--- src/mbs_pkg.sv ---
// ----------------------------------------------------------------------------
// Motion block SAD engine package
// Shared widths, register and kind codes, the configuration and queue entry
// types, and the sub-pel vector split helpers.
// ----------------------------------------------------------------------------
package mbs_pkg;

  // Largest luma block edge supported by the counters and origin math
  localparam int MAX_BLOCK_SIZE = 32;

  localparam int PIX_W      = 8;
  localparam int VEC_W      = 16;
  localparam int IDX_W      = 10;
  localparam int PITCH_W    = 16;
  localparam int IMG_W      = 24;
  localparam int PAD_W      = 8;
  localparam int SRC_OFF_W  = 31;
  localparam int REF_OFF_W  = 32;
  localparam int SAD_W      = 19;
  localparam int PLANE_W    = 4;
  localparam int IMG_PROD_W = IMG_W + PLANE_W;

  localparam int SIZE_W   = $clog2(MAX_BLOCK_SIZE + 1);
  localparam int HALF_W   = SIZE_W - 1;
  localparam int CNT_W    = $clog2(MAX_BLOCK_SIZE * MAX_BLOCK_SIZE
                                   + (MAX_BLOCK_SIZE * MAX_BLOCK_SIZE) / 2 + 1);
  localparam int ORIGIN_W = $clog2(255 + 1023 * (MAX_BLOCK_SIZE / 2) + 1);

  localparam logic [SAD_W-1:0] SAD_MAX = {SAD_W{1'b1}};

  // Depth of the queue between front and back
  localparam int QUEUE_DEPTH = 2;

  // Configuration port
  localparam int CFG_IDX_W  = 3;
  localparam int CFG_DATA_W = 24;

  localparam logic [CFG_IDX_W-1:0] REG_BLOCK_SIZE    = 3'd0;
  localparam logic [CFG_IDX_W-1:0] REG_NPEL_MODE     = 3'd1;
  localparam logic [CFG_IDX_W-1:0] REG_CHROMA_ENABLE = 3'd2;
  localparam logic [CFG_IDX_W-1:0] REG_PAD_SIZE      = 3'd3;
  localparam logic [CFG_IDX_W-1:0] REG_PITCH_Y       = 3'd4;
  localparam logic [CFG_IDX_W-1:0] REG_PITCH_UV      = 3'd5;
  localparam logic [CFG_IDX_W-1:0] REG_IMG_PITCH_Y   = 3'd6;
  localparam logic [CFG_IDX_W-1:0] REG_IMG_PITCH_UV  = 3'd7;

  // Item and result kinds
  localparam logic KIND_BEGIN     = 1'b0;
  localparam logic KIND_PIXEL     = 1'b1;
  localparam logic RESULT_OFFSETS = 1'b0;
  localparam logic RESULT_SAD     = 1'b1;

  // Sub-pel modes; every other code means quarter pel
  localparam logic [2:0] NPEL_FULL = 3'd1;
  localparam logic [2:0] NPEL_HALF = 3'd2;

  typedef struct packed {
    logic [5:0]         block_size;
    logic [2:0]         npel_mode;
    logic               chroma_enable;
    logic [PAD_W-1:0]   pad_size;
    logic [PITCH_W-1:0] pitch_y;
    logic [PITCH_W-1:0] pitch_uv;
    logic [IMG_W-1:0]   img_pitch_y;
    logic [IMG_W-1:0]   img_pitch_uv;
  } cfg_t;

  // Classified item as it waits between front and back
  typedef struct packed {
    logic                kind;
    logic [ORIGIN_W-1:0] x0;
    logic [ORIGIN_W-1:0] y0;
    logic [VEC_W-1:0]    vec_x;
    logic [VEC_W-1:0]    vec_y;
    logic [PIX_W-1:0]    diff;
  } item_t;

  // Clamp the block edge to 4..MAX_BLOCK_SIZE
  function automatic logic [SIZE_W-1:0] eff_size(input logic [5:0] bs);
    logic [SIZE_W-1:0] s;
    if (bs < 6'd4) begin
      s = SIZE_W'(4);
    end else if (int'(bs) > MAX_BLOCK_SIZE) begin
      s = SIZE_W'(MAX_BLOCK_SIZE);
    end else begin
      s = SIZE_W'(bs);
    end
    return s;
  endfunction

  // Floor of v over the sub-pel step count
  function automatic logic [VEC_W-1:0] sub_quot(input logic [VEC_W-1:0] v,
                                                input logic [2:0] mode);
    logic [VEC_W-1:0] q;
    case (mode)
      NPEL_FULL: q = v;
      NPEL_HALF: q = {v[VEC_W-1], v[VEC_W-1:1]};
      default:   q = {{2{v[VEC_W-1]}}, v[VEC_W-1:2]};
    endcase
    return q;
  endfunction

  // Sub-pel plane index: frac_x + frac_y * steps
  function automatic logic [PLANE_W-1:0] sub_plane(input logic [VEC_W-1:0] vx,
                                                   input logic [VEC_W-1:0] vy,
                                                   input logic [2:0] mode);
    logic [PLANE_W-1:0] p;
    case (mode)
      NPEL_FULL: p = '0;
      NPEL_HALF: p = {2'b00, vy[0], vx[0]};
      default:   p = {vy[1:0], vx[1:0]};
    endcase
    return p;
  endfunction

  // Chroma vector: floor of v over two
  function automatic logic [VEC_W-1:0] chroma_vec(input logic [VEC_W-1:0] v);
    return {v[VEC_W-1], v[VEC_W-1:1]};
  endfunction

endpackage

--- src/mbs_if.sv ---
// ----------------------------------------------------------------------------
// Motion block SAD engine channels
// Item, result and configuration write channels with valid/ready handshake.
// ----------------------------------------------------------------------------
interface mbs_item_if import mbs_pkg::*; ();
  logic                    valid;
  logic                    ready;
  logic                    kind;
  logic signed [VEC_W-1:0] vec_x;
  logic signed [VEC_W-1:0] vec_y;
  logic [IDX_W-1:0]        block_col;
  logic [IDX_W-1:0]        block_row;
  logic [PIX_W-1:0]        src_pixel;
  logic [PIX_W-1:0]        ref_pixel;

  modport source (output valid, kind, vec_x, vec_y, block_col, block_row,
                  src_pixel, ref_pixel, input ready);
  modport sink (input valid, kind, vec_x, vec_y, block_col, block_row,
                src_pixel, ref_pixel, output ready);
endinterface

interface mbs_result_if import mbs_pkg::*; ();
  logic                        valid;
  logic                        ready;
  logic                        result_kind;
  logic [SRC_OFF_W-1:0]        src_luma_offset;
  logic signed [REF_OFF_W-1:0] ref_luma_offset;
  logic [SRC_OFF_W-1:0]        src_chroma_offset;
  logic signed [REF_OFF_W-1:0] ref_chroma_offset;
  logic [SAD_W-1:0]            sad;
  logic signed [VEC_W-1:0]     mv_x;
  logic signed [VEC_W-1:0]     mv_y;

  modport source (output valid, result_kind, src_luma_offset, ref_luma_offset,
                  src_chroma_offset, ref_chroma_offset, sad, mv_x, mv_y,
                  input ready);
  modport sink (input valid, result_kind, src_luma_offset, ref_luma_offset,
                src_chroma_offset, ref_chroma_offset, sad, mv_x, mv_y,
                output ready);
endinterface

interface mbs_cfg_if import mbs_pkg::*; ();
  logic                  valid;
  logic                  ready;
  logic [CFG_IDX_W-1:0]  index;
  logic [CFG_DATA_W-1:0] data;

  modport source (output valid, index, data, input ready);
  modport sink (input valid, index, data, output ready);
endinterface

--- src/mbs_front.sv ---
// ----------------------------------------------------------------------------
// Motion block SAD engine front end
// Accepts items, works out the luma block origin for begin requests and the
// absolute pixel difference for pixel requests, and pushes them to the queue.
// ----------------------------------------------------------------------------
module mbs_front import mbs_pkg::*; (
  input  cfg_t          cfg_regs,
  mbs_item_if.sink      item,
  output logic          push_valid,
  input  logic          push_ready,
  output item_t         push_data
);

  logic [HALF_W-1:0]   half;
  logic [ORIGIN_W-1:0] col_span;
  logic [ORIGIN_W-1:0] row_span;

  // Blocks overlap by half an edge
  assign half     = HALF_W'(eff_size(cfg_regs.block_size) >> 1);
  assign col_span = ORIGIN_W'(item.block_col) * ORIGIN_W'(half);
  assign row_span = ORIGIN_W'(item.block_row) * ORIGIN_W'(half);

  // Classify and pack the request
  always_comb begin
    push_data.kind  = item.kind;
    push_data.x0    = ORIGIN_W'(cfg_regs.pad_size) + col_span;
    push_data.y0    = ORIGIN_W'(cfg_regs.pad_size) + row_span;
    push_data.vec_x = item.vec_x;
    push_data.vec_y = item.vec_y;
    if (item.src_pixel >= item.ref_pixel) begin
      push_data.diff = item.src_pixel - item.ref_pixel;
    end else begin
      push_data.diff = item.ref_pixel - item.src_pixel;
    end
  end

  assign push_valid = item.valid;
  assign item.ready = push_ready;

endmodule

--- src/mbs_queue.sv ---
// ----------------------------------------------------------------------------
// Motion block SAD engine queue
// Short FIFO of classified requests between front end and back end.
// ----------------------------------------------------------------------------
module mbs_queue import mbs_pkg::*; (
  input  logic  clk,
  input  logic  rst,
  input  logic  push_valid,
  output logic  push_ready,
  input  item_t push_data,
  output logic  pop_valid,
  input  logic  pop_ready,
  output item_t pop_data
);

  localparam int PTR_W   = (QUEUE_DEPTH > 1) ? $clog2(QUEUE_DEPTH) : 1;
  localparam int COUNT_W = $clog2(QUEUE_DEPTH + 1);

  item_t              mem [QUEUE_DEPTH];
  logic [PTR_W-1:0]   wr_ptr;
  logic [PTR_W-1:0]   rd_ptr;
  logic [COUNT_W-1:0] count;
  logic               push;
  logic               pop;

  assign push_ready = (count != COUNT_W'(QUEUE_DEPTH));
  assign pop_valid  = (count != '0);
  assign push       = push_valid && push_ready;
  assign pop        = pop_valid && pop_ready;
  assign pop_data   = mem[rd_ptr];

  // Store pushed entries
  always_ff @(posedge clk) begin
    if (push) begin
      mem[wr_ptr] <= push_data;
    end
  end

  // Advance pointers and occupancy
  always_ff @(posedge clk) begin
    if (rst) begin
      wr_ptr <= '0;
      rd_ptr <= '0;
      count  <= '0;
    end else begin
      if (push) begin
        wr_ptr <= (wr_ptr == PTR_W'(QUEUE_DEPTH - 1)) ? '0 : wr_ptr + 1'b1;
      end
      if (pop) begin
        rd_ptr <= (rd_ptr == PTR_W'(QUEUE_DEPTH - 1)) ? '0 : rd_ptr + 1'b1;
      end
      if (push && !pop) begin
        count <= count + 1'b1;
      end else if (pop && !push) begin
        count <= count - 1'b1;
      end
    end
  end

endmodule

--- src/mbs_back.sv ---
// ----------------------------------------------------------------------------
// Motion block SAD engine back end
// Updates the sum, pixel count and latched vector, forms the offset products
// in a registered stage, and adds them into the result register.
// ----------------------------------------------------------------------------
module mbs_back import mbs_pkg::*; (
  input  logic       clk,
  input  logic       rst,
  input  cfg_t       cfg_regs,
  input  logic       pop_valid,
  output logic       pop_ready,
  input  item_t      pop_data,
  mbs_result_if.source result
);

  // Block state
  logic [SAD_W-1:0] acc;
  logic [CNT_W-1:0] cnt;
  logic [VEC_W-1:0] lvx;
  logic [VEC_W-1:0] lvy;

  // Product stage
  logic                  s1_valid;
  logic                  s1_kind;
  logic                  s1_chroma;
  logic [ORIGIN_W-1:0]   s1_x0;
  logic [ORIGIN_W-1:0]   s1_cx0;
  logic [SRC_OFF_W-1:0]  s1_src_y_prod;
  logic [SRC_OFF_W-1:0]  s1_src_c_prod;
  logic [REF_OFF_W-1:0]  s1_qx;
  logic [REF_OFF_W-1:0]  s1_ref_y_prod;
  logic [IMG_PROD_W-1:0] s1_img_y_prod;
  logic [REF_OFF_W-1:0]  s1_cqx;
  logic [REF_OFF_W-1:0]  s1_ref_c_prod;
  logic [IMG_PROD_W-1:0] s1_img_c_prod;
  logic [SAD_W-1:0]      s1_sad;
  logic [VEC_W-1:0]      s1_mvx;
  logic [VEC_W-1:0]      s1_mvy;

  // Result register
  logic                 out_valid;
  logic                 out_kind;
  logic [SRC_OFF_W-1:0] out_src_luma;
  logic [REF_OFF_W-1:0] out_ref_luma;
  logic [SRC_OFF_W-1:0] out_src_chroma;
  logic [REF_OFF_W-1:0] out_ref_chroma;
  logic [SAD_W-1:0]     out_sad;
  logic [VEC_W-1:0]     out_mvx;
  logic [VEC_W-1:0]     out_mvy;

  logic adv1;
  logic adv2;
  logic take;

  logic [SIZE_W-1:0]  size;
  logic [HALF_W-1:0]  half;
  logic [CNT_W-1:0]   total;
  logic [CNT_W-1:0]   cnt_inc;
  logic               done;
  logic [SAD_W:0]     sum_wide;
  logic [SAD_W-1:0]   sum_sat;

  logic [VEC_W-1:0]   qx;
  logic [VEC_W-1:0]   qy;
  logic [PLANE_W-1:0] plane_y;
  logic [VEC_W-1:0]   cvx;
  logic [VEC_W-1:0]   cvy;
  logic [VEC_W-1:0]   cqx;
  logic [VEC_W-1:0]   cqy;
  logic [PLANE_W-1:0] plane_c;
  logic [ORIGIN_W-1:0] cy0;

  logic [SRC_OFF_W-1:0]  src_y_prod;
  logic [SRC_OFF_W-1:0]  src_c_prod;
  logic [REF_OFF_W-1:0]  ref_y_prod;
  logic [REF_OFF_W-1:0]  ref_c_prod;
  logic [IMG_PROD_W-1:0] img_y_prod;
  logic [IMG_PROD_W-1:0] img_c_prod;

  // Pipeline flow: stall everything behind a held result
  assign adv2      = s1_valid && (!out_valid || result.ready);
  assign adv1      = !s1_valid || adv2;
  assign pop_ready = adv1;
  assign take      = pop_valid && adv1;

  // Block size, pixel total and saturating sum
  assign size     = eff_size(cfg_regs.block_size);
  assign half     = HALF_W'(size >> 1);
  assign total    = CNT_W'(size) * CNT_W'(size)
                  + (cfg_regs.chroma_enable ?
                     CNT_W'((CNT_W'(half) * CNT_W'(half)) << 1) : '0);
  assign cnt_inc  = cnt + 1'b1;
  assign done     = (cnt_inc >= total);
  assign sum_wide = {1'b0, acc} + (SAD_W + 1)'(pop_data.diff);
  assign sum_sat  = sum_wide[SAD_W] ? SAD_MAX : sum_wide[SAD_W-1:0];

  // Split the vectors into whole-pel steps and sub-pel plane
  assign qx      = sub_quot(pop_data.vec_x, cfg_regs.npel_mode);
  assign qy      = sub_quot(pop_data.vec_y, cfg_regs.npel_mode);
  assign plane_y = sub_plane(pop_data.vec_x, pop_data.vec_y, cfg_regs.npel_mode);
  assign cvx     = chroma_vec(pop_data.vec_x);
  assign cvy     = chroma_vec(pop_data.vec_y);
  assign cqx     = sub_quot(cvx, cfg_regs.npel_mode);
  assign cqy     = sub_quot(cvy, cfg_regs.npel_mode);
  assign plane_c = sub_plane(cvx, cvy, cfg_regs.npel_mode);
  assign cy0     = pop_data.y0 >> 1;

  // Offset products, one multiplier each
  assign src_y_prod = SRC_OFF_W'(pop_data.y0) * SRC_OFF_W'(cfg_regs.pitch_y);
  assign src_c_prod = SRC_OFF_W'(cy0) * SRC_OFF_W'(cfg_regs.pitch_uv);
  assign ref_y_prod = REF_OFF_W'($signed($signed(REF_OFF_W'($signed(qy)))
                    * $signed({{(REF_OFF_W-PITCH_W){1'b0}}, cfg_regs.pitch_y})));
  assign ref_c_prod = REF_OFF_W'($signed($signed(REF_OFF_W'($signed(cqy)))
                    * $signed({{(REF_OFF_W-PITCH_W){1'b0}}, cfg_regs.pitch_uv})));
  assign img_y_prod = IMG_PROD_W'(plane_y) * IMG_PROD_W'(cfg_regs.img_pitch_y);
  assign img_c_prod = IMG_PROD_W'(plane_c) * IMG_PROD_W'(cfg_regs.img_pitch_uv);

  // Update block state on each popped request
  always_ff @(posedge clk) begin
    if (rst) begin
      acc <= '0;
      cnt <= '0;
      lvx <= '0;
      lvy <= '0;
    end else if (take) begin
      case (pop_data.kind)
        KIND_BEGIN: begin
          acc <= '0;
          cnt <= '0;
          lvx <= pop_data.vec_x;
          lvy <= pop_data.vec_y;
        end
        default: begin
          if (done) begin
            acc <= '0;
            cnt <= '0;
          end else begin
            acc <= sum_sat;
            cnt <= cnt_inc;
          end
        end
      endcase
    end
  end

  // Product stage valid: only requests that yield a result go on
  always_ff @(posedge clk) begin
    if (rst) begin
      s1_valid <= 1'b0;
    end else if (adv1) begin
      s1_valid <= take && ((pop_data.kind == KIND_BEGIN) || done);
    end
  end

  // Product stage payload
  always_ff @(posedge clk) begin
    if (adv1) begin
      s1_kind       <= (pop_data.kind == KIND_BEGIN) ? RESULT_OFFSETS : RESULT_SAD;
      s1_chroma     <= cfg_regs.chroma_enable;
      s1_x0         <= pop_data.x0;
      s1_cx0        <= pop_data.x0 >> 1;
      s1_src_y_prod <= src_y_prod;
      s1_src_c_prod <= src_c_prod;
      s1_qx         <= REF_OFF_W'($signed(qx));
      s1_ref_y_prod <= ref_y_prod;
      s1_img_y_prod <= img_y_prod;
      s1_cqx        <= REF_OFF_W'($signed(cqx));
      s1_ref_c_prod <= ref_c_prod;
      s1_img_c_prod <= img_c_prod;
      s1_sad        <= sum_sat;
      if (pop_data.kind == KIND_BEGIN) begin
        s1_mvx <= pop_data.vec_x;
        s1_mvy <= pop_data.vec_y;
      end else begin
        s1_mvx <= lvx;
        s1_mvy <= lvy;
      end
    end
  end

  // Result register valid: hold until taken
  always_ff @(posedge clk) begin
    if (rst) begin
      out_valid <= 1'b0;
    end else if (adv2) begin
      out_valid <= 1'b1;
    end else if (result.ready) begin
      out_valid <= 1'b0;
    end
  end

  // Sum the products into the result fields
  always_ff @(posedge clk) begin
    if (adv2) begin
      out_kind <= s1_kind;
      out_mvx  <= s1_mvx;
      out_mvy  <= s1_mvy;
      case (s1_kind)
        RESULT_OFFSETS: begin
          out_sad      <= '0;
          out_src_luma <= SRC_OFF_W'(s1_x0) + s1_src_y_prod;
          out_ref_luma <= s1_qx + s1_ref_y_prod + REF_OFF_W'(s1_img_y_prod);
          if (s1_chroma) begin
            out_src_chroma <= SRC_OFF_W'(s1_cx0) + s1_src_c_prod;
            out_ref_chroma <= s1_cqx + s1_ref_c_prod + REF_OFF_W'(s1_img_c_prod);
          end else begin
            out_src_chroma <= '0;
            out_ref_chroma <= '0;
          end
        end
        default: begin
          out_sad        <= s1_sad;
          out_src_luma   <= '0;
          out_ref_luma   <= '0;
          out_src_chroma <= '0;
          out_ref_chroma <= '0;
        end
      endcase
    end
  end

  assign result.valid             = out_valid;
  assign result.result_kind       = out_kind;
  assign result.src_luma_offset   = out_src_luma;
  assign result.ref_luma_offset   = out_ref_luma;
  assign result.src_chroma_offset = out_src_chroma;
  assign result.ref_chroma_offset = out_ref_chroma;
  assign result.sad               = out_sad;
  assign result.mv_x              = out_mvx;
  assign result.mv_y              = out_mvy;

endmodule

--- src/motion_block_sad_engine_unit.sv ---
// ----------------------------------------------------------------------------
// Motion block SAD engine
// Block-begin requests return source and reference offsets; pixel requests
// accumulate absolute differences until the block's pixel total is reached.
// Path: a result passes the queue, the product stage and the result register.
// Throughput: one request per cycle while no result is held, set by the sum
// update of the back end; a two-entry queue lets the two stall independently.
// Reset: sum, count and latched vector clear, registers take their defaults.
// ----------------------------------------------------------------------------
module motion_block_sad_engine_unit import mbs_pkg::*; (
  input  logic         clk,
  input  logic         rst,
  mbs_item_if.sink     item,
  mbs_result_if.source result,
  mbs_cfg_if.sink      cfg
);

  cfg_t  cfg_regs;
  logic  push_valid;
  logic  push_ready;
  item_t push_data;
  logic  pop_valid;
  logic  pop_ready;
  item_t pop_data;

  assign cfg.ready = 1'b1;

  // Configuration registers
  always_ff @(posedge clk) begin
    if (rst) begin
      cfg_regs.block_size    <= 6'd8;
      cfg_regs.npel_mode     <= NPEL_FULL;
      cfg_regs.chroma_enable <= 1'b0;
      cfg_regs.pad_size      <= '0;
      cfg_regs.pitch_y       <= PITCH_W'(2048);
      cfg_regs.pitch_uv      <= PITCH_W'(1024);
      cfg_regs.img_pitch_y   <= '0;
      cfg_regs.img_pitch_uv  <= '0;
    end else if (cfg.valid) begin
      case (cfg.index)
        REG_BLOCK_SIZE:    cfg_regs.block_size    <= cfg.data[5:0];
        REG_NPEL_MODE:     cfg_regs.npel_mode     <= cfg.data[2:0];
        REG_CHROMA_ENABLE: cfg_regs.chroma_enable <= cfg.data[0];
        REG_PAD_SIZE:      cfg_regs.pad_size      <= cfg.data[PAD_W-1:0];
        REG_PITCH_Y:       cfg_regs.pitch_y       <= cfg.data[PITCH_W-1:0];
        REG_PITCH_UV:      cfg_regs.pitch_uv      <= cfg.data[PITCH_W-1:0];
        REG_IMG_PITCH_Y:   cfg_regs.img_pitch_y   <= cfg.data[IMG_W-1:0];
        REG_IMG_PITCH_UV:  cfg_regs.img_pitch_uv  <= cfg.data[IMG_W-1:0];
        default: ;
      endcase
    end
  end

  mbs_front u_front (
    .cfg_regs   (cfg_regs),
    .item       (item),
    .push_valid (push_valid),
    .push_ready (push_ready),
    .push_data  (push_data)
  );

  mbs_queue u_queue (
    .clk        (clk),
    .rst        (rst),
    .push_valid (push_valid),
    .push_ready (push_ready),
    .push_data  (push_data),
    .pop_valid  (pop_valid),
    .pop_ready  (pop_ready),
    .pop_data   (pop_data)
  );

  mbs_back u_back (
    .clk       (clk),
    .rst       (rst),
    .cfg_regs  (cfg_regs),
    .pop_valid (pop_valid),
    .pop_ready (pop_ready),
    .pop_data  (pop_data),
    .result    (result)
  );

endmodule

--- src/flat_wrapper.sv ---
// flat-port wrapper written by rule: the top's interface ports become plain ports
module motion_block_sad_engine_unit_flat import mbs_pkg::*;
  (clk, rst, item_valid, item_kind, item_vec_x, item_vec_y, item_block_col, item_block_row, item_src_pixel, item_ref_pixel, item_ready, result_valid, result_result_kind, result_src_luma_offset, result_ref_luma_offset, result_src_chroma_offset, result_ref_chroma_offset, result_sad, result_mv_x, result_mv_y, result_ready, cfg_valid, cfg_index, cfg_data, cfg_ready);
  mbs_item_if item_i ();
  mbs_result_if result_i ();
  mbs_cfg_if cfg_i ();
  input  logic clk;
  input  logic rst;
  input wire logic [$bits(item_i.valid)-1:0] item_valid;
  input wire logic [$bits(item_i.kind)-1:0] item_kind;
  input wire logic [$bits(item_i.vec_x)-1:0] item_vec_x;
  input wire logic [$bits(item_i.vec_y)-1:0] item_vec_y;
  input wire logic [$bits(item_i.block_col)-1:0] item_block_col;
  input wire logic [$bits(item_i.block_row)-1:0] item_block_row;
  input wire logic [$bits(item_i.src_pixel)-1:0] item_src_pixel;
  input wire logic [$bits(item_i.ref_pixel)-1:0] item_ref_pixel;
  output wire logic [$bits(item_i.ready)-1:0] item_ready;
  output wire logic [$bits(result_i.valid)-1:0] result_valid;
  output wire logic [$bits(result_i.result_kind)-1:0] result_result_kind;
  output wire logic [$bits(result_i.src_luma_offset)-1:0] result_src_luma_offset;
  output wire logic [$bits(result_i.ref_luma_offset)-1:0] result_ref_luma_offset;
  output wire logic [$bits(result_i.src_chroma_offset)-1:0] result_src_chroma_offset;
  output wire logic [$bits(result_i.ref_chroma_offset)-1:0] result_ref_chroma_offset;
  output wire logic [$bits(result_i.sad)-1:0] result_sad;
  output wire logic [$bits(result_i.mv_x)-1:0] result_mv_x;
  output wire logic [$bits(result_i.mv_y)-1:0] result_mv_y;
  input wire logic [$bits(result_i.ready)-1:0] result_ready;
  input wire logic [$bits(cfg_i.valid)-1:0] cfg_valid;
  input wire logic [$bits(cfg_i.index)-1:0] cfg_index;
  input wire logic [$bits(cfg_i.data)-1:0] cfg_data;
  output wire logic [$bits(cfg_i.ready)-1:0] cfg_ready;
  assign item_i.valid = item_valid;
  assign item_i.kind = item_kind;
  assign item_i.vec_x = item_vec_x;
  assign item_i.vec_y = item_vec_y;
  assign item_i.block_col = item_block_col;
  assign item_i.block_row = item_block_row;
  assign item_i.src_pixel = item_src_pixel;
  assign item_i.ref_pixel = item_ref_pixel;
  assign item_ready = item_i.ready;
  assign result_valid = result_i.valid;
  assign result_result_kind = result_i.result_kind;
  assign result_src_luma_offset = result_i.src_luma_offset;
  assign result_ref_luma_offset = result_i.ref_luma_offset;
  assign result_src_chroma_offset = result_i.src_chroma_offset;
  assign result_ref_chroma_offset = result_i.ref_chroma_offset;
  assign result_sad = result_i.sad;
  assign result_mv_x = result_i.mv_x;
  assign result_mv_y = result_i.mv_y;
  assign result_i.ready = result_ready;
  assign cfg_i.valid = cfg_valid;
  assign cfg_i.index = cfg_index;
  assign cfg_i.data = cfg_data;
  assign cfg_ready = cfg_i.ready;
  motion_block_sad_engine_unit u_core (.clk(clk), .rst(rst), .item(item_i), .result(result_i), .cfg(cfg_i));
endmodule
--- config.mk ---
export PLATFORM = sky130hd
export DESIGN_NAME = motion_block_sad_engine_unit_flat
export DESIGN_NICKNAME = d
export VERILOG_FILES = /design/src/mbs_pkg.sv /design/src/mbs_if.sv /design/src/mbs_front.sv /design/src/mbs_queue.sv /design/src/mbs_back.sv /design/src/motion_block_sad_engine_unit.sv /design/src/flat_wrapper.sv
export SDC_FILE = /design/constraint.sdc
export NUM_CORES = 2
export LEC_CHECK = 0
export ABC_CLOCK_PERIOD_IN_PS = 11550
export BUFFER_PORTS_ARGS = -buffer_cell sky130_fd_sc_hd__buf_2
export CAP_MARGIN = 20
export CELL_PAD_IN_SITES_DETAIL_PLACEMENT = 0
export CELL_PAD_IN_SITES_GLOBAL_PLACEMENT = 1
export CORE_ASPECT_RATIO = 0.5
export CORE_MARGIN = 2
export CORE_UTILIZATION = 51
export DETAILED_ROUTE_END_ITERATION = 10
export PLACE_DENSITY_LB_ADDON = 0.1
export SLEW_MARGIN = 25
export SYNTH_ARGS = -nofsm -noshare
export SYNTH_HDL_FRONTEND = slang
export SYNTH_SLANG_ARGS = --single-unit
--- constraint.sdc ---
create_clock -name clk -period 11.55 [get_ports clk]
set_input_delay 0 -clock clk [delete_from_list [all_inputs] [get_ports clk]]
set_output_delay 0 -clock clk [all_outputs]
set_load 0.03 [all_outputs]
Word level (Yosys, flattened, before mapping)
Memories as Yosys holds them, arrays and structs flattened. A register that Yosys moved wholly into a read port is not among the register bits.
Index checks and enable logic that the tools add are counted.
Widths: inputs -> output; s select.
{"block": "op_classes", "n_mul": 10, "n_bitwise": 2, "addsub": 17, "div": 0, "n_eq_ne": 10, "shift": 0, "magnitude_cmp": 4, "mux": 28, "reduce_logical": 26}
{"cell": "$add 32x28->32", "count": 2}
{"cell": "$add 32x32->32", "count": 2}
{"cell": "$pmux 15 s2", "count": 2}
{"cell": "$mux 19", "count": 3}
{"cell": "$mul 4x24->28", "count": 2}
{"cell": "$pmux 14 s2", "count": 2}
{"cell": "$mux 11", "count": 3}
{"cell": "$mul 15x17->32", "count": 1}
{"cell": "$mul 16x17->32", "count": 1}
{"cell": "$mux 16", "count": 2}
{"cell": "$add 14x31->31", "count": 1}
{"cell": "$add 15x31->31", "count": 1}
{"cell": "$mul 15x16->31", "count": 1}
{"cell": "$add 8x15->15", "count": 2}
{"cell": "$mul 10x5->15", "count": 2}
{"cell": "$mul 14x16->30", "count": 1}
{"cell": "$add 19x8->20", "count": 1}
{"cell": "$pmux 4 s2", "count": 2}
{"cell": "$reduce_and 2->1", "count": 8}
{"cell": "$sub 8x8->8", "count": 2}
{"cell": "$eq 3x3->1 const B", "count": 4}
{"cell": "$mux 6", "count": 2}
{"cell": "$add 11x1->11 const B", "count": 1}
{"cell": "$add 11x11->11", "count": 1}
{"cell": "22 further kinds", "count": 48}
{"block": "totals", "out_inout_bits": 181, "romBits": 0, "latch_bits": 0, "wordCells": 138, "n_memories": 1, "regBits": 639, "inputBits": 101, "ram_bits": 142}
{"memory": "u_core.u_queue.mem", "words": 2, "width": 71, "read_ports": 1, "rd_clocked_by_memory_dff": 1, "wr": 1, "line": "mbs_queue.sv:19", "source": "item_t mem [QUEUE_DEPTH];"}

Logic depth before layout (Yosys ltp)
{"block": "depth", "ltp_word": 9, "depth_mapped": 33, "depth_no_buf": 30}

Hierarchy
From an unflattened synthesis, not the netlist that was laid out.
{"block": "unflattened", "cells_unflattened": 7614, "hier_area_um2": 76539.7}
{"module": "mbs_back", "cells_per_inst": 6451, "seq_area_each_um2": 14584.0, "area_per_inst_um2": 62650.1, "instances": 1}
{"module": "mbs_queue", "cells_per_inst": 245, "seq_area_each_um2": 4364.2, "area_per_inst_um2": 5333.9, "instances": 1}
{"module": "mbs_front", "cells_per_inst": 555, "seq_area_each_um2": 0.0, "area_per_inst_um2": 4564.4, "instances": 1}
{"module": "motion_block_sad_engine_unit", "cells_per_inst": 363, "seq_area_each_um2": 1961.9, "area_per_inst_um2": 3991.3, "instances": 1}

Worst setup path before layout
Ideal clock, no wire load.
{"block": "synth_path", "path_kind": "register to register", "startpoint": "register u_core.u_back.out_valid (netlist: u_core.u_back.result.valid)", "endpoint": "register u_core.u_back.out_mvx[0] (netlist: u_core.u_back.result.mv_x[0]) (enable)", "path_buffers": 0, "path_stages_with_launch": 3, "t_arrival_ps": 8456, "setup_time_ps": 740, "required_ps": 10810, "synth_period_minus_slack_ps": 9196, "setup_slack_ps": 2354, "path_cell_list": "dfxtp_1 -> nor2b_1 -> nor2b_1"}
{"block": "synth_via", "elab_chain_cells": 3}
{"item": "from (decl)", "line": "mbs_back.sv:41", "source": "logic out_valid;"}
{"item": "from (signal assigned)", "line": "mbs_back.sv:184", "source": "out_valid <= 1'b0;"}
{"item": "from (signal assigned)", "line": "mbs_back.sv:186", "source": "out_valid <= 1'b1;"}
{"item": "from (signal assigned)", "line": "mbs_back.sv:188", "source": "out_valid <= 1'b0;"}
{"item": "$logic_not 1->1", "line": "mbs_back.sv:81", "source": "assign adv2 = s1_valid && (!out_valid || result.ready);"}
{"item": "$logic_or 1x1->1", "line": "mbs_back.sv:81"}
{"item": "$logic_and 1x1->1", "line": "mbs_back.sv:81"}
{"item": "net u_core.u_back.adv2", "line": "mbs_back.sv:52", "source": "logic adv2;"}
{"item": "to (signal assigned)", "line": "mbs_back.sv:196", "source": "out_mvx <= s1_mvx;"}
{"item": "to (decl)", "line": "mbs_back.sv:48", "source": "logic [VEC_W-1:0] out_mvx;"}
The timed path passes the listed nets, and every way through them passes these cells.
A chain may end at the register's enable or synchronous reset.

Final worst setup path
{"block": "layout_path", "startpoint": "register u_core.cfg_regs[90] (netlist name)", "endpoint": "register u_core.u_back.s1_ref_y_prod[31], data pin"}
{"block": "layout_via", "elab_chain_cells": 3, "elab_cells_between_ends": 4, "classes_between": "mul (1); eq/ne (2); mux (1)"}
{"item": "$eq 3x2->1 / $eq 3x1->1 (equally long branches)", "line": "mbs_pkg.sv:95", "source": "case (mode)"}
{"item": "$pmux 15 s2 (*)", "line": "mbs_pkg.sv:95"}
{"item": "$mul 16x17->32 (*)", "line": "mbs_back.sv:112", "source": "* $signed({{(REF_OFF_W-PITCH_W){1'b0}}, cfg_regs.pitch_y})));"}
{"item": "net u_core.u_back.ref_y_prod[31]", "line": "mbs_back.sv:75", "source": "logic [REF_OFF_W-1:0] ref_y_prod;"}
{"item": "to (signal assigned)", "line": "mbs_back.sv:165", "source": "s1_ref_y_prod <= ref_y_prod;"}
{"item": "to (decl)", "line": "mbs_back.sv:31", "source": "logic [REF_OFF_W-1:0] s1_ref_y_prod;"}
The timed path passes the listed nets; every way through them passes the cells marked *.

==> metrics.md <==
| Metric | Value |
|---|---|
| Arr. time, crit path | `9.17 ns` |
| Clock tree sinks | `around 750` |
| Area Overhead vs Synth | `9.653%` |
| Final min period | `~9 ns` |
| Layout Utilization | `0.5615` |
| Vias in the first global route | `around 57,000` |
| First-pass GRT wire length | `~320 mm` |
| DR vias | `~54,000` |
| Warnings from Yosys | `0` |
| Proportion of layout cells with a drive suffix above 1 | `0.08013` |
| Slowest cell on the critical path | `nand2_1` |
| CP Buf/Inv Count | `4` |
| Max Fclk | `roughly 0.11 GHz` |
| Final instance area | `~82,000 sq um` |
| CP peak stage delay | `0.74 ns` |
| Vias per cell | `around 5.5` |
| Fill cells | `12,740` |
| Critical path's top delay family | `adder cells` |
| Sequential area share after synthesis | `0.2810` |
| Status | `complete, no violations` |
| DP Area | `around 80,000 sq um` |
| Final Wtd Congestion | `0.8977` |
| Sequential power share | `0.278` |
| Die H | `~270 microns` |
| Max Cap Viol | `0` |
| RSZ-0062 raised after global routing | `false` |
| Reg clk slew, reported paths | `around 0.070 ns` |
| Clock insertion delay at the later pin of the skew report | `roughly 0.70 ns` |
| Post_cts resized | `0` |
| IO Pins | `around 280` |
| Required time of the critical path | `around 12 ns` |
| Top cells by area, synth | `fa_1 26%, edfxtp_1 24%, ha_1 12%, nand2_1 5.2%, inv_1 5.2%` |
| Setup tns final | `0 ns` |
| Leakage power | `between 30 and 40 nW` |
| Overall Power | `0.01523 W` |
| Initial antenna violation count | `9` |
| CTS Buf Count | `76` |
| DIE AREA | `149,100 sq um` |
| Hold WC Path Type | `in2reg` |
| Worst-Margin Slew | `roughly 1.1 ns` |
| CTS tree | `done` |
| Cells after Synth | `7,435` |
| Clock share of power | `0.175` |
| DRC viols | `0` |
| Number of synthesized flops with an enable pin | `about 590` |
| Worst Setup Start Kind | `flip-flop` |
| Core area | `roughly 150,000 sq um` |
| # rows | `99` |
| FFs w/ async S/R, synth | `0` |
| Cell mode on critical path | `fa_1` |
| Final clock skew | `between 0.05 and 0.06 ns` |
| Crit-path max FO | `32` |
| 1st-iter DRT viols | `between 3,000 and 4,000` |
| NumNets Final | `9,403` |
| Drt pass-1 iters | `6` |
| Clk root buf | `clkbuf_16` |
| Comb power frac | `0.547` |
| Syn_area_per_cell | `approximately 10 sq um` |
| Hold_ws | `between 0.03 and 0.04 ns` |
| GRT Util Overall | `0.2819` |
| H-tree Lvls | `3` |
| Die width | `roughly 540 microns` |
| Remaining antenna violation count | `0` |
| Period utilisation layout | `0.7587` |
| DR WL/cell | `about 21 microns` |
| Flops & latches, synth | `approximately 750` |
| Synthesized area | `74,400 sq um` |
| Synth unique cells | `80` |
| Slew Viols, Final | `0` |
| DRT Wirelength | `between 200 and 250 mm` |
| Largest net degree at the start of global routing | `86` |
| Synth top area share | `0.2562` |
| Initial Utilization | `0.5121` |
| Final hold vios | `0` |
| Int Power | `around 0.0083 W` |
| Crit path kind | `reg2reg` |
| Max Buffers Root-to-Sink | `3` |
| Remaining global-route overflow | `0` |
| Synth area leader | `fa_1` |
| PD cells | `186.7 nW/um^2` |
| Switching part of the total | `0.4536` |
| Worst rel slew slack | `0.2869` |
| Synth Flop Type | `edfxtp_1` |
| Worst Setup End Kind | `flip-flop` |
| VDD IR max | `between 100 and 150 uV` |
| Switch Pwr | `just under 0.007 W` |
| # port buffers | `280` |
| Final setup viols | `0` |
| DP HPWL | `between 150 and 200 mm` |
[cell type report]
cell class                 count  area [sq um]  share of cell area
clock inverter                42         580.6            0.007116
clock buffer                 100          2088             0.02560
inverter                    1037          3892             0.04771
tap                         1969          2464             0.03020
timing repair buffer         458          3009             0.03688
multi-input combinational   5336         48600              0.5957
antenna                        9         22.52           0.0002761
sequential                   752         20930              0.2565
[final timing paths]
path	endpoint	startpoint	depth (start not counted)	slack, ns
setup / recovery	u_core.u_back.s1_ref_y_prod[31]	u_core.cfg_regs[90]	27	2.79
hold / removal	u_core.u_queue.mem[0][70]	item_kind	2	0.04
setup reg to reg	u_core.u_back.s1_ref_y_prod[31]	u_core.cfg_regs[90]	27	2.79
hold reg to reg	u_core.u_back.result.mv_x[4]	u_core.u_back.s1_mvx[4]	0	0.41
[layout by cell type (no fill, tap or decap), types with 18 or more instances in the layout]
cell,count
a21o_1,104
nor2_1,355
o21a_1,45
nor3_1,57
a31oi_1,18
nor2b_1,154
nand3_1,59
fa_1,952
clkbuf_16,78
and2_1,436
mux2i_1,76
inv_1,1037
o22a_1,23
or2_2,36
nand2b_1,36
o21ai_0,165
mux2_2,41
a211oi_1,19
and3_1,39
dlygate4sd3_1,101
edfxtp_1,585
xnor2_1,203
buf_4,76
buf_2,279
ha_1,689
a21oi_1,391
dfxtp_1,157
xor2_1,100
nand2_1,1037
o21bai_1,55
[power groups by stage]
stage / Sequential (W) / Clock, W / Combinational (W)
final: 0.00423 / 0.00267 / 0.00833
after global routing: 0.00429 / 0.00282 / 0.00927
after CTS: 0.00423 / 0.00272 / 0.00834
after detailed placement: 0.00429 / 0 / 0.00822
after global placement: 0.00428 / 0 / 0.00811
after floorplan: 0.00432 / 0 / 0.00558
[per-stage QoR]
stage,setup slack [ns],instances
CTS,2.477,9694
floorplan,2.354,7439
global route,2.148,9694
detailed placement,2.526,9451
global placement,2.751,9450
finish,2.787,9703
[cells in the mapped netlist, drive strengths merged, types with 19 or more instances]
master / instances
nand2: 1039
inv: 1037
fa: 952
ha: 689
edfxtp: 585
and2: 436
a21oi: 393
nor2: 363
clkbuf: 297
xnor2: 203
o21ai: 182
dfxtp: 167
nor2b: 155
a21o: 104
xor2: 100
mux2i: 79
nand3: 59
nor3: 59
o21bai: 55
o21a: 46
mux2: 41
and3: 40
nand2b: 37
or2: 36
o22a: 23
a211oi: 19
a31oi: 19
[cell families (layout without fill, tap and decap cells)]
family	Yosys count	after routing	synth area share
AND/OR/NAND/NOR	2292	2292	0.1444
adder cells (fa/ha/maj)	1641	1641	0.3720
buffers and inverters	1351	1637	0.06826
AO/OA/AOI/OAI	974	974	0.08171
flip-flops	752	752	0.2810
XOR/XNOR	303	303	0.03567
multiplexers	120	120	0.01683
other	2	15	0.0001009
[layer usage]
metal	part of all wire	wire, microns	GRT usage
met5	0.000063	13	0
met4	0.025	5045	0.07481
met3	0.072	14790	0.05177
met2	0.46	94060	0.4562
met1	0.45	91380	0.3907
[registers in the layout (all words and copies together) (netlist names), 28 cells and up, named ones only]
name / flops
u_core.cfg_regs: 98
u_core.u_back.result.ref_chroma_offset: 32
u_core.u_back.result.ref_luma_offset: 32
u_core.u_back.result.src_chroma_offset: 31
u_core.u_back.result.src_luma_offset: 31
u_core.u_back.s1_img_c_prod: 28
u_core.u_back.s1_img_y_prod: 28
u_core.u_back.s1_ref_c_prod: 32
u_core.u_back.s1_ref_y_prod: 32
u_core.u_back.s1_src_c_prod: 30
u_core.u_back.s1_src_y_prod: 31
u_core.u_queue.mem: 142
[worst reg2reg max path, delay by kind of cell (launching register included)]
family	cells	cell delay [ns]
xor gates and xnor gates	1	0.08
AOI/OAI and AO/OA	11	2.49
and+or+nand+nor	4	1.62
adders and majority gates	7	3.35
buffers and inverters	4	0.58
DFF	1	0.35
[repair_timing]
action	CTS	global route
setup buffers	0	0
endpoints found under the hold margin	241	0
hold buffers	101	0
(Power assumes the default switching activity.)
